### src/rtl/core/hse_pkg.sv
// shared types, constants and length helper for the hamming stream encoder
`timescale 1ns / 1ps

package hse_pkg;

    localparam int LEN_W         = 11;   // data_length register width
    localparam int MAX_DATA_BITS = 1024;
    localparam int CHK_MAX       = 11;   // check bits needed at the largest length
    localparam int CHK_W         = 4;
    localparam int POS_W         = 11;   // holds the largest codeword position
    localparam int NUM_RES       = 3;
    localparam int CNT_W         = 2;
    localparam int PADDR_W       = 3;
    localparam int PDATA_W       = 32;
    localparam int TDATA_W       = 8;

    localparam logic [LEN_W-1:0]   DATA_LENGTH_RST = LEN_W'(8);
    localparam logic [PADDR_W-3:0] REG_DATA_LENGTH = '0;

    typedef struct packed {
        logic code_bit;
        logic is_check_bit;
        logic last_of_codeword;
    } t_item;

    typedef struct packed {
        logic [CNT_W-1:0]        count;
        t_item [NUM_RES-1:0]     items;   // items[0] goes out first
    } t_step_res;

    typedef struct packed {
        logic             load;       // config write, restart at load_pos
        logic [POS_W-1:0] load_pos;
        logic [POS_W-1:0] start_pos;  // top position of the current length
    } t_restart_ctl;

    // m + r for a raw register value, r smallest with 2^r >= m + r + 1
    function automatic logic [POS_W-1:0] calc_start(input logic [LEN_W-1:0] len);
        logic [LEN_W-1:0]   m;
        logic [CHK_W-1:0]   r;
        logic               found;
        logic [POS_W+1:0]   lim;
        m = len;
        if (m == '0) begin
            m = LEN_W'(1);
        end else if (m > LEN_W'(MAX_DATA_BITS)) begin
            m = LEN_W'(MAX_DATA_BITS);
        end
        r     = '0;
        found = 1'b0;
        for (int k = 0; k <= CHK_MAX; k++) begin
            lim = (POS_W+2)'(1) << k;
            if (!found && lim >= (POS_W+2)'(m) + (POS_W+2)'(k) + (POS_W+2)'(1)) begin
                r     = CHK_W'(k);
                found = 1'b1;
            end
        end
        return POS_W'(m) + POS_W'(r);
    endfunction

    localparam logic [POS_W-1:0] START_POS_RST = calc_start(DATA_LENGTH_RST);

endpackage

### src/rtl/core/hse_step.sv
// position counter, parity accumulator and per-bit result generation
`timescale 1ns / 1ps

module hse_step (
    input  logic                 i_clk,
    input  logic                 i_rst_n,
    input  hse_pkg::t_restart_ctl i_ctl,
    input  logic                 i_accept,
    input  logic                 i_data_bit,
    output hse_pkg::t_step_res   o_res
);
    import hse_pkg::*;

    logic [POS_W-1:0] r_position, n_position;
    logic [POS_W-1:0] r_acc, n_acc;

    logic [POS_W-1:0] acc1, p1, p2, p3;
    logic             pow1, pow2;

    always_comb begin
        acc1 = i_data_bit ? (r_acc ^ r_position) : r_acc;
        p1   = r_position - POS_W'(1);
        p2   = p1 - POS_W'(1);
        p3   = p2 - POS_W'(1);
        pow1 = (p1 != '0) && ((p1 & p2) == '0);
        pow2 = pow1 && (p2 != '0) && ((p2 & p3) == '0);

        o_res = '0;
        o_res.items[0].code_bit = i_data_bit;
        // check bit at 2^k is accumulator bit k: select it with the one-hot position
        o_res.items[1].code_bit         = |(acc1 & p1);
        o_res.items[1].is_check_bit     = 1'b1;
        o_res.items[1].last_of_codeword = (p1 == POS_W'(1));
        o_res.items[2].code_bit         = |(acc1 & p2);
        o_res.items[2].is_check_bit     = 1'b1;
        o_res.items[2].last_of_codeword = (p2 == POS_W'(1));
        if (pow2) begin
            o_res.count = CNT_W'(3);
            n_position  = p3;
        end else if (pow1) begin
            o_res.count = CNT_W'(2);
            n_position  = p2;
        end else begin
            o_res.count = CNT_W'(1);
            n_position  = p1;
        end
        n_acc = acc1;
        if (n_position == '0) begin
            n_position = i_ctl.start_pos;
            n_acc      = '0;
        end
    end

    always_ff @(posedge i_clk) begin
        if (!i_rst_n) begin
            r_position <= START_POS_RST;
            r_acc      <= '0;
        end else if (i_ctl.load) begin
            r_position <= i_ctl.load_pos;
            r_acc      <= '0;
        end else if (i_accept) begin
            r_position <= n_position;
            r_acc      <= n_acc;
        end
    end

endmodule

### src/rtl/core/hse_out_buf.sv
// three-entry result buffer that drains one transfer per cycle while the output is ready
`timescale 1ns / 1ps

module hse_out_buf (
    input  logic               i_clk,
    input  logic               i_rst_n,
    input  logic               i_load,
    input  hse_pkg::t_step_res i_res,
    input  logic               i_m_tready,
    output logic               o_m_tvalid,
    output hse_pkg::t_item     o_item,
    output logic               o_room
);
    import hse_pkg::*;

    logic [CNT_W-1:0]     r_count, n_count;
    t_item [NUM_RES-1:0]  r_items, n_items;
    logic                 pop;

    assign o_m_tvalid = (r_count != '0);
    assign o_item     = r_items[0];
    assign pop        = o_m_tvalid && i_m_tready;
    // new results may enter once the last pending one leaves
    assign o_room     = (r_count == '0) || (r_count == CNT_W'(1) && i_m_tready);

    always_comb begin
        n_count = r_count;
        n_items = r_items;
        if (i_load) begin
            n_count = i_res.count;
            n_items = i_res.items;
        end else if (pop) begin
            n_count    = r_count - CNT_W'(1);
            n_items[0] = r_items[1];
            n_items[1] = r_items[2];
        end
    end

    always_ff @(posedge i_clk) begin
        if (!i_rst_n) begin
            r_count <= '0;
        end else begin
            r_count <= n_count;
        end
    end

    always_ff @(posedge i_clk) begin
        r_items <= n_items;
    end

endmodule

### src/rtl/core/hamming_stream_encoder_core.sv
// streaming hamming encoder: config register, bit step logic and result buffer
// the first result of a data bit is registered and offered the cycle after its input transfer
// input rate: one data bit per cycle while each bit yields one result and the output is ready;
//   a bit followed by check bits holds off the next data bit until the result buffer has
//   drained its results, one output transfer at a time
// reset: data_length 8, codeword of 12 bits starts at position 12, buffer empty
`timescale 1ns / 1ps

module hamming_stream_encoder_core (
    input  logic                          i_clk,
    input  logic                          i_rst_n,
    // slave stream
    input  logic                          i_s_tvalid,
    output logic                          o_s_tready,
    input  logic [hse_pkg::TDATA_W-1:0]   i_s_tdata,   // [0] data_bit, rest zero
    // master stream
    output logic                          o_m_tvalid,
    input  logic                          i_m_tready,
    output logic [hse_pkg::TDATA_W-1:0]   o_m_tdata,   // [0] code_bit, rest zero
    output logic [0:0]                    o_m_tuser,   // [0] is_check_bit
    output logic                          o_m_tlast,   // last_of_codeword
    // config port
    input  logic                          i_psel,
    input  logic                          i_penable,
    input  logic                          i_pwrite,
    input  logic [hse_pkg::PADDR_W-1:0]   i_paddr,
    input  logic [hse_pkg::PDATA_W-1:0]   i_pwdata,
    output logic [hse_pkg::PDATA_W-1:0]   o_prdata,
    output logic                          o_pready
);
    import hse_pkg::*;

    logic [LEN_W-1:0] r_data_length;
    logic [POS_W-1:0] r_start_pos;
    logic             cfg_wr;
    logic [LEN_W-1:0] wr_len;
    logic [POS_W-1:0] wr_start;
    logic             s_accept;
    t_restart_ctl     ctl;
    t_step_res        res;
    t_item            item;

    assign o_pready = 1'b1;
    assign cfg_wr   = i_psel && i_penable && i_pwrite
                   && (i_paddr[PADDR_W-1:2] == REG_DATA_LENGTH);
    assign wr_len   = i_pwdata[LEN_W-1:0];
    assign wr_start = calc_start(wr_len);
    assign o_prdata = (i_paddr[PADDR_W-1:2] == REG_DATA_LENGTH)
                    ? {{(PDATA_W-LEN_W){1'b0}}, r_data_length} : '0;

    always_ff @(posedge i_clk) begin
        if (!i_rst_n) begin
            r_data_length <= DATA_LENGTH_RST;
            r_start_pos   <= START_POS_RST;
        end else if (cfg_wr) begin
            r_data_length <= wr_len;
            r_start_pos   <= wr_start;
        end
    end

    assign ctl.load      = cfg_wr;
    assign ctl.load_pos  = wr_start;
    assign ctl.start_pos = r_start_pos;
    assign s_accept      = i_s_tvalid && o_s_tready;

    hse_step u_step (
        .i_clk      (i_clk),
        .i_rst_n    (i_rst_n),
        .i_ctl      (ctl),
        .i_accept   (s_accept),
        .i_data_bit (i_s_tdata[0]),
        .o_res      (res)
    );

    hse_out_buf u_out_buf (
        .i_clk      (i_clk),
        .i_rst_n    (i_rst_n),
        .i_load     (s_accept),
        .i_res      (res),
        .i_m_tready (i_m_tready),
        .o_m_tvalid (o_m_tvalid),
        .o_item     (item),
        .o_room     (o_s_tready)
    );

    assign o_m_tdata = {{(TDATA_W-1){1'b0}}, item.code_bit};
    assign o_m_tuser = item.is_check_bit;
    assign o_m_tlast = item.last_of_codeword;

    // every accepted data bit shows up as a result in the next cycle
    a_result_follows: assert property (@(posedge i_clk) disable iff (!i_rst_n)
        s_accept |=> o_m_tvalid)
        else $error("no result after input transfer");

    // the final position of a codeword is always a check bit
    a_last_is_check: assert property (@(posedge i_clk) disable iff (!i_rst_n)
        (o_m_tvalid && o_m_tlast) |-> o_m_tuser[0])
        else $error("last bit not flagged as check bit");

    // an empty buffer never holds off the input
    a_empty_ready: assert property (@(posedge i_clk) disable iff (!i_rst_n)
        !o_m_tvalid |-> o_s_tready)
        else $error("input stalled with empty buffer");

    // a data bit is only accepted with a result pending when that result leaves in the same cycle
    a_no_overrun: assert property (@(posedge i_clk) disable iff (!i_rst_n)
        (s_accept && o_m_tvalid) |-> i_m_tready)
        else $error("input taken while results pending");

endmodule
### config.mk
export PLATFORM = sky130hd
export DESIGN_NAME = hamming_stream_encoder_core
export DESIGN_NICKNAME = d
export VERILOG_FILES = /design/src/rtl/core/hse_pkg.sv /design/src/rtl/core/hse_step.sv /design/src/rtl/core/hse_out_buf.sv /design/src/rtl/core/hamming_stream_encoder_core.sv
export SDC_FILE = /design/constraint.sdc
export NUM_CORES = 1
export LEC_CHECK = 0
export ABC_AREA = 1
export BUFFER_PORTS_ARGS = -buffer_cell sky130_fd_sc_hd__buf_4
export CAP_MARGIN = 15
export CORE_UTILIZATION = 45
export CTS_BUF_LIST = sky130_fd_sc_hd__clkbuf_4 sky130_fd_sc_hd__clkbuf_8
export DETAILED_ROUTE_END_ITERATION = 6
export PLACE_DENSITY = 0.62
export SLEW_MARGIN = 20
export SYNTH_ARGS = -nofsm -noshare
export SYNTH_HDL_FRONTEND = slang
export SYNTH_SLANG_ARGS = --single-unit
### constraint.sdc
create_clock -name i_clk -period 6.3 [get_ports i_clk]
set_input_delay 0.63 -clock i_clk [delete_from_list [all_inputs] [get_ports i_clk]]
set_output_delay 0.63 -clock i_clk [all_outputs]
set_load 0.005 [all_outputs]
==> reports/qor.txt, run 1 <==
growth of design area from synthesis to finish: 6.302%
num rows: 43
worst-path fanout max: 17
R2R depth: 26
layout cells sized above 1: 10.75%
dpl hpwl: 15750 µm
Yosys reg bits: 53
EDFF count, synth: 5
Placed Instances: 1251
Vias per Instance: 5.539
Vias: 6973
fmax: 186.5 MHz
Die ar.: 14780 µm²
CP Capture Type: register
startpoint types: register
leak pwr: 3.254 nW
core area: 13930 µm²
post-cts resize count: 0
switch share: 47.36%
clk slew on worst S/H paths: 100 ps
pin count of the biggest net entering global routing: 32
YS warnings: 0
CP max stage cell: dfxtp_1
grt ovf: 0
Num CTS Buffers: 5
Cell Pwr Density: 187.7 nW/µm²
R2R Setup Slk: 940 ps
relative slew slack: 40.52%
final wirelength: 20640 µm
status: complete, no violations
number of global-route vias before repair: 6147
Clock power frac: 16.2%
unrepaired setup endpoints after global routing: no
root buffer cell: clkbuf_8
dominant synthesized flop cell: dfxtp_1
Final Setup Violations: 0
setup TNS: 0 ps
most frequent cell after synthesis: nand2_1
leading cell types by count after synthesis: 245 x nand2_1, 130 x inv_1, 112 x nor2_1
drt drc: 0
Min-Delay Endpoint: r_data_length[9]$_SDFFE_PN0P_
Reg-to-Reg End: u_step.r_position[3]$_SDFFE_PN1P_
Worst path top cell family by delay: simple AND/OR/NAND/NOR gates
syn_area_per_cell: 6.080 µm²
initial antenna violation count: 0
clk_lat worst skew: 330 ps
I/O Pins: 95
Port Buffer Count: 35
Comb pwr share: 51.4%
top cell type by total area after synthesis: dfxtp_1
Initial DRC Count: 618
Die W: 121.6 µm
final core utilization: 49.07%
P_sw: 0.6079 mW
CP required: 6580 ps
Distinct cells, synth: 53
first-pass GRT wire length: 32980 µm
Gate Count Post-Synth: 1058
CTS tree: built
sequential area share after synthesis: 17.27%
post-route clock skew: 8.037 ps
CP bufs+invs: 3
CP max stage delay: 680 ps
Post-CTS Setup Inserts: 0
Layout Nets: 1175
total track usage: 28.83%
Layout Cells excl Fill: 1259
most frequent CP cell: nand2_1
Setup CP Type: reg2reg
crit path DAT: 5640 ps
worst slack at placement: 1018 ps
RR Startpoint: u_step.r_position[0]$_SDFFE_PN0P_
Initial Util: 46.16%
deepest clock path buffer count: 2
Antenna diodes: 0
global placer's final weighted congestion: 1.032
clock sinks: 53
Synth Cell Area: 6432 µm²
worst-margin pin slew: 892.1 ps
Pre-antenna DRT Iters: 5
Reg power frac: 32.3%
Worst Setup Slack, final: 939.0 ps
Final Critical Period: 5361 ps
Synth top area share: 14.94%
Pwr Total: 1.284 mW
FILL cells: 1517
Die Ht: 121.6 µm
Max VDD drop: 80.99 µV
Final Hold Fails: 0
hold_buf cts: 0
final worst-path cycle share: 85.10%
hold path start: r_data_length[9]$_SDFFE_PN0P_
HP Class: reg2reg
antenna-violating nets left: 0
Pint: 0.6758 mW
asr flop ratio synth: 0%
Max Transition Viols Final: 0
drt wl/cell: 16.40 µm
max-cap violations: 0
hold path depth: 2
cells taking the most area after synthesis: dfxtp_1 15%, nand2_1 14%, ha_1 8.9%
H-tree depth: 2
## layout by cell type, fill, tap and decap left out, drive strengths merged, types with 2 or more instances in the layout
cell type and count:
nor4 6, a21oi 73, conb 29, a22o 2, o21ai 71, o211ai 6
nand2 257, ha 46, edfxtp 5, nor2 131, inv 134, nor3 11
buf 53, xnor2 10, xor2 21, and3 2, clkbuf 7, nand3 99
o22ai 5, dfxtp 48, a221oi 3, o2111ai 2, nand4 36, o31ai 2
clkinv 5, nand3b 2
## registers in the layout, indices dropped and copies added (netlist names)
signal	cells
u_out_buf.r_items	4
u_out_buf.r_count	2
u_step.r_acc	11
r_start_pos	11
u_out_buf.o_item	3
r_data_length	11
u_step.r_position	11
## per-layer routing
| metal | routed length (µm) | GRT usage, % | vias up | share of wire, % |
|---|---|---|---|---|
| met5 | 0 | 0 | - | 0 |
| met1 | 9847 | 42.40 | 3152 | 48 |
| met3 | 1849 | 5.478 | 43 | 9.0 |
| met2 | 8516 | 42.26 | 332 | 41 |
| li1 | - | - | 3446 | - |
| met4 | 431 | 8.179 | 0 | 2.1 |
## worst max path at each step
stage | start | end | depth (start not counted)
floorplan | i_pwdata[5] | u_step.r_position[6]$_SDFFE_PN0P_ | 34
global route | u_step.r_position[0]$_SDFFE_PN0P_ | u_step.r_position[2]$_SDFFE_PN1P_ | 26
detailed placement | u_step.r_position[0]$_SDFFE_PN0P_ | u_step.r_position[3]$_SDFFE_PN1P_ | 30
global placement | u_step.r_position[0]$_SDFFE_PN0P_ | u_step.r_position[3]$_SDFFE_PN1P_ | 26
CTS | u_step.r_position[0]$_SDFFE_PN0P_ | u_step.r_position[3]$_SDFFE_PN1P_ | 30
finish | u_step.r_position[0]$_SDFFE_PN0P_ | u_step.r_position[3]$_SDFFE_PN1P_ | 26
## kinds of logic after synthesis
kind of cell	after synthesis	share of synthesized area, %
other	2	0.1168
AO/OA/AOI/OAI	171	14.55
XOR/XNOR	31	4.221
adder cells (fa/ha/maj)	47	9.259
buffers and inverters	206	14.53
flip-flops	53	17.27
AND/OR/NAND/NOR	548	40.05
## power by group through the flow
stage                     clock network (mW)  logic, mW  registers [mW]
after floorplan                            0      0.503           0.401
after global placement                     0      0.647           0.420
after detailed placement                   0      0.648           0.420
after CTS                              0.216      0.651           0.413
after global routing                   0.230      0.743           0.417
final                                  0.209      0.660           0.415
## worst register-to-register path: cells and delay by family, from the launching register on
kind	cells	cell delay [ps]
and+or+nand+nor	19	3090
adders and majority gates	3	860
DFF	1	680
buffers and inverters	3	450
xor gates and xnor gates	1	240
## through the flow
stage | area, µm² | hold slack (ps)
3_3_place_gp | 6746 | 433.8
4_1_cts | 6838 | 462.7
6_report | 6838 | 457.2
2_1_floorplan | 6534 | 422.8
5_1_grt | 6838 | 473.6
3_5_place_dp | 6746 | 436.2
## layout make-up
class,instances,area (µm²),area share [%]
clock buffers,7,83.83,1.226
clock inverters,1,7.507,0.1098
inverters,139,524.3,7.667
multi-input cells,826,4488,65.64
flip-flops and latches,53,1111,16.25
well taps,180,225.2,3.294
repair buffers,53,397.9,5.819
No activity file was read; power rests on OpenSTA's default activity.
==> run 2, diff against run 1 <==
--- a/config.mk
+++ b/config.mk
@@ -8,10 +8,11 @@
 export ABC_AREA = 1
 export BUFFER_PORTS_ARGS = -buffer_cell sky130_fd_sc_hd__buf_4
 export CAP_MARGIN = 15
-export CORE_UTILIZATION = 45
+export CORE_MARGIN = 10
+export CORE_UTILIZATION = 30
 export CTS_BUF_LIST = sky130_fd_sc_hd__clkbuf_4 sky130_fd_sc_hd__clkbuf_8
 export DETAILED_ROUTE_END_ITERATION = 6
-export PLACE_DENSITY = 0.62
+export PLACE_DENSITY_LB_ADDON = 0.3
 export SLEW_MARGIN = 20
 export SYNTH_ARGS = -nofsm -noshare
 export SYNTH_HDL_FRONTEND = slang
==> reports/qor.txt, run 2 (synthesized netlist as in run 1, its figures left out) <==
layout cells sized above 1: 10.75%
most frequent cells in the layout: 245 x nand2_1, 130 x inv_1, 112 x nor2_1
post-route clock skew: 12.94 ps
CP max stage delay: 570 ps
deepest clock path buffer count: 2
H-tree depth: 2
setup TNS: 0 ps
worst-margin pin slew: 886.1 ps
Port Buffer Count: 35
Worst path top cell family by delay: simple AND/OR/NAND/NOR gates
unrepaired setup endpoints after global routing: no
startpoint types: register
Min-Delay Endpoint: r_data_length[1]$_SDFFE_PN0P_
global placer's final weighted congestion: 0.9992
pin count of the biggest net entering global routing: 28
Reg power frac: 31.9%
relative slew slack: 40.93%
Setup CP Type: reg2reg
CP bufs+invs: 3
Layout Cells excl Fill: 1354
clock sinks: 53
Die W: 166.4 µm
hold path start: r_data_length[1]$_SDFFE_PN0P_
DP Area: 6865 µm²
crit path DAT: 5670 ps
Max VDD drop: 75.49 µV
Layout Nets: 1175
final worst-path cycle share: 85.71%
hold path depth: 2
Vias: 6806
R2R depth: 30
Cell Pwr Density: 184.6 nW/µm²
post-cts resize count: 0
CP required: 6570 ps
Pre-antenna DRT Iters: 5
core area: 21090 µm²
CTS tree: built
worst-path fanout max: 17
clk slew on worst S/H paths: 100 ps
Die ar.: 27700 µm²
P_sw: 0.6045 mW
initial antenna violation count: 0
Post-CTS Setup Inserts: 0
max-cap violations: 0
Reg-to-Reg End: u_step.r_position[3]$_SDFFE_PN1P_
RR Startpoint: u_step.r_position[1]$_SDFFE_PN0P_
Final Hold Fails: 0
FILL cells: 2398
number of global-route vias before repair: 6335
Pint: 0.6805 mW
status: complete, no violations
growth of design area from synthesis to finish: 8.228%
switch share: 47.04%
dpl hpwl: 16680 µm
CP Capture Type: register
Clock power frac: 15.9%
R2R Setup Slk: 900 ps
clk_lat worst skew: 320 ps
Comb pwr share: 52.3%
fmax: 185.2 MHz
Placed Instances: 1346
most frequent CP cell: nand2_1
first-pass GRT wire length: 34320 µm
Pwr Total: 1.285 mW
num rows: 53
Final Instance Area: 6962 µm²
hold_buf cts: 0
leak pwr: 3.259 nW
leading cell type in the layout, fill and taps excluded: nand2_1
Fin Hold WS: 461.3 ps
Max Transition Viols Final: 0
final wirelength: 21590 µm
CP max stage cell: dfxtp_1
Final Setup Violations: 0
I/O Pins: 95
Vias per Instance: 5.027
drt drc: 0
antenna-violating nets left: 0
total track usage: 14.72%
grt ovf: 0
root buffer cell: clkbuf_8
drt wl/cell: 15.95 µm
Final Critical Period: 5399 ps
HP Class: reg2reg
Num CTS Buffers: 5
Die Ht: 166.4 µm
Initial DRC Count: 568
Antenna diodes: 0
Initial Util: 30.50%
-- run 2: cell type report --
class	instances	area [µm²]	area share, %
flip-flops and latches	53	1111	15.96
clock inverters	2	13.76	0.1977
inverters	139	524.3	7.531
repair buffers	53	397.9	5.715
multi-input cells	826	4488	64.47
well taps	275	344.1	4.942
clock buffers	6	82.58	1.186
-- run 2: worst max-delay path by stage --
stage                                                  from                                 to  slack [ps]  cells past startpoint
after floorplan                                 i_pwdata[5]  u_step.r_position[6]$_SDFFE_PN0P_        1700                     34
after global placement                          i_pwdata[3]  u_step.r_position[6]$_SDFFE_PN0P_         970                     28
after detailed placement                        i_pwdata[3]  u_step.r_position[6]$_SDFFE_PN0P_         930                     28
after CTS                 u_step.r_position[1]$_SDFFE_PN0P_  u_step.r_position[3]$_SDFFE_PN1P_         980                     30
after global routing      u_step.r_position[1]$_SDFFE_PN0P_  u_step.r_position[2]$_SDFFE_PN1P_         400                     30
final                     u_step.r_position[1]$_SDFFE_PN0P_  u_step.r_position[3]$_SDFFE_PN1P_         900                     30
-- run 2: layer usage --
metal / global-route usage, % / up-vias / wire length (µm)
met1: 19.03 / 3080 / 9587
li1: - / 3441 / -
met4: 5.727 / 0 / 617
met3: 1.341 / 40 / 1211
met2: 24.69 / 245 / 10180
met5: 0 / - / 0
-- run 2: power by group through the flow --
stage          registers (mW)  clock network (mW)  logic (mW)
3_5_place_dp            0.417                   0       0.660
6_report                0.409               0.204       0.672
2_1_floorplan           0.401                   0       0.503
4_1_cts                 0.409               0.217       0.663
5_1_grt                 0.413               0.229       0.751
3_3_place_gp            0.417                   0       0.663
-- run 2: worst reg2reg max path: cells and delay by family (launching register included) --
family | cells | cell delay (ps)
DFF | 1 | 570
buffers and inverters | 3 | 430
adders and majority gates | 3 | 850
and+or+nand+nor | 24 | 3530
-- run 2: stage by stage --
stage          utilization (%)  setup slack [ps]
5_1_grt                  33.01             404.4
3_3_place_gp             32.56             971.8
4_1_cts                  33.01             978.3
2_1_floorplan                -              1700
6_report                 33.01             900.6
3_5_place_dp             32.56             928.9
==> run 3, diff against run 2 <==
--- a/config.mk
+++ b/config.mk
@@ -5,7 +5,6 @@
 export SDC_FILE = /design/constraint.sdc
 export NUM_CORES = 1
 export LEC_CHECK = 0
-export ABC_AREA = 1
 export BUFFER_PORTS_ARGS = -buffer_cell sky130_fd_sc_hd__buf_4
 export CAP_MARGIN = 15
 export CORE_MARGIN = 10
==> reports/qor.txt, run 3 <==
CP Capture Type: register
deepest clock path buffer count: 2
Final Critical Period: 5736 ps
Post-CTS Setup Inserts: 0
cells taking the most area after synthesis: dfxtp_1 15%, ha_1 8.7%, nand2_1 6.3%
Distinct cells, synth: 86
Final Setup Violations: 0
clock sinks: 53
Die Ht: 168.1 µm
dpl hpwl: 16120 µm
total track usage: 14.65%
clk_lat worst skew: 320 ps
worst-margin pin slew: 1077 ps
area share of fa/ha/maj cells after synthesis: 9.053%
status: complete, no violations
crit path DAT: 5970 ps
largest family of logic cells by synthesized area: simple AND/OR/NAND/NOR gates
CTS tree: built
Gate Count Post-Synth: 915
number of global-route vias before repair: 6305
Cell Pwr Density: 186.4 nW/µm²
sequential area share after synthesis: 16.89%
unrepaired setup endpoints after global routing: no
final worst-path cycle share: 91.05%
Yosys reg bits: 53
startpoint types: primary input
most frequent cells in the layout: 111 x nand2_1, 85 x nor2_1, 75 x buf_4
Synth Area in Compound Gates: 24.08%
Num CTS Buffers: 5
EDFF count, synth: 5
growth of design area from synthesis to finish: 8.749%
initial antenna violation count: 0
Initial Util: 30.33%
asr flop ratio synth: 0%
leak pwr: 2.734 nW
Vias: 6682
drt wl/cell: 17.64 µm
root buffer cell: clkbuf_8
Final Hold Fails: 0
global placer's final weighted congestion: 0.9302
first-pass GRT wire length: 34860 µm
leading cell types by count after synthesis: 111 x nand2_1, 85 x nor2_1, 60 x a21oi_1
post-cts resize count: 0
Fin Hold WS: 449.5 ps
YS warnings: 0
I/O Pins: 95
top cell type by total area after synthesis: dfxtp_1
final core utilization: 32.99%
CP required: 6530 ps
clk slew on worst S/H paths: 100 ps
setup TNS: 0 ps
Layout Cells excl Fill: 1210
critical path cell sequence: buf_4, nor3_1, a31o_2, nand2_1, inv_2, ha_1, buf_4, nand2_1, o22ai_1, or4b_1, mux2_2, nor4_1, o21bai_1, o31ai_1, ha_1, a21o_1, a21o_1, a21oi_1, nand2b_1, xnor2_1, nand2_1, and3_1, a221oi_2
Die W: 168.1 µm
Max Transition Viols Final: 0
Setup CP Type: in2reg
layout cells sized above 1: 13.01%
syn_area_per_cell: 7.190 µm²
Max VDD drop: 85.86 µV
Vias per Instance: 5.522
Pre-antenna DRT Iters: 5
Die ar.: 28250 µm²
Placed Instances: 1203
simple-gate share of the synthesized area: 28.55%
most frequent CP cell: nand2_1
antenna-violating nets left: 0
grt ovf: 0
hold_buf cts: 0
H-tree depth: 2
max-cap violations: 0
leading cell type in the layout, fill and taps excluded: nand2_1
HP Class: reg2reg
most frequent cell after synthesis: nand2_1
core area: 21690 µm²
mux cell area share after synthesis: 2.510%
CP max stage delay: 600 ps
drt drc: 0
Synth top area share: 14.61%
worst-path fanout max: 13
Port Buffer Count: 35
Layout Nets: 1027
num rows: 54
relative slew slack: 28.08%
dominant synthesized flop cell: dfxtp_1
Post-Synth XOR/XNOR Area: 8.520%
post-route clock skew: 4.067 ps
Synth Cell Area: 6579 µm²
pin count of the biggest net entering global routing: 40
Antenna diodes: 0
final wirelength: 21340 µm
CP max stage cell: nor3_1
Initial DRC Count: 683
fmax: 174.3 MHz
-- run 3: cell types whose count changed after synthesis, sizes merged, moves of 20 or more --
cell / change
clkbuf: +20
inv: -95
nand2: -146
nand3: -73
nand4: -21
nor2: -46
nor2b: +27
o21ai: -36
xnor2: +24
-- run 3: area by class of cell --
class                      instances  area (µm²)
fill                            2325       14530
timing repair buffer              75       563.0
inverter                          41       153.9
multi-input combinational        754        4892
sequential                        53        1111
clock inverter                     2       15.01
tap                              280       350.3
clock buffer                       5       68.82
-- run 3: worst paths after layout --
kind | start | to | slack, ps | cells past startpoint
max reg2reg | u_step.r_position[0]$_SDFFE_PN0P_ | u_step.r_acc[5]$_SDFFE_PP0P_ | 670 | 21
min | r_start_pos[3]$_SDFFE_PN1P_ | r_start_pos[3]$_SDFFE_PN1P_ | 450 | 2
min reg2reg | r_start_pos[3]$_SDFFE_PN1P_ | r_start_pos[3]$_SDFFE_PN1P_ | 450 | 2
max | i_pwdata[3] | u_step.r_position[5]$_SDFFE_PN0P_ | 560 | 23
-- run 3: power breakdown --
| group | switching [mW] | internal, mW |
|---|---|---|
| sequential | 0.0421 | 0.377 |
| combinational | 0.434 | 0.278 |
| clock | 0.125 | 0.0774 |
-- run 3: cell families after synthesis --
logic type | count (synthesis)
and+or+nand+nor | 371
xor gates and xnor gates | 64
adders and majority gates | 47
other | 2
DFF | 53
muxes | 16
AOI/OAI and AO/OA | 227
buffers and inverters | 135
-- run 3: worst max-delay path: cells and delay by family --
kind	cells	cell delay (ps)
simple gates	8	2340
compound gates	8	1550
fa+ha+maj	2	530
buf+inv	3	510
mux	1	270
xor+xnor	1	130
-- run 3: layer usage --
metal / wire [µm] / track usage (%) / up-vias
li1: - / - / 3241
met1: 10190 / 20.77 / 3155
met2: 9345 / 22.00 / 252
met3: 1277 / 2.445 / 34
met4: 530 / 4.466 / 0
met5: 0 / 0 / -
-- run 3: through the flow --
stage	setup WS, ps	power [mW]	instance area [µm²]
2_1_floorplan	1036	0.9412	6680
5_1_grt	125.0	1.445	7154
4_1_cts	587.0	1.334	7154
3_3_place_gp	307.6	1.131	7071
3_5_place_dp	270.2	1.128	7071
6_report	564.0	1.333	7154
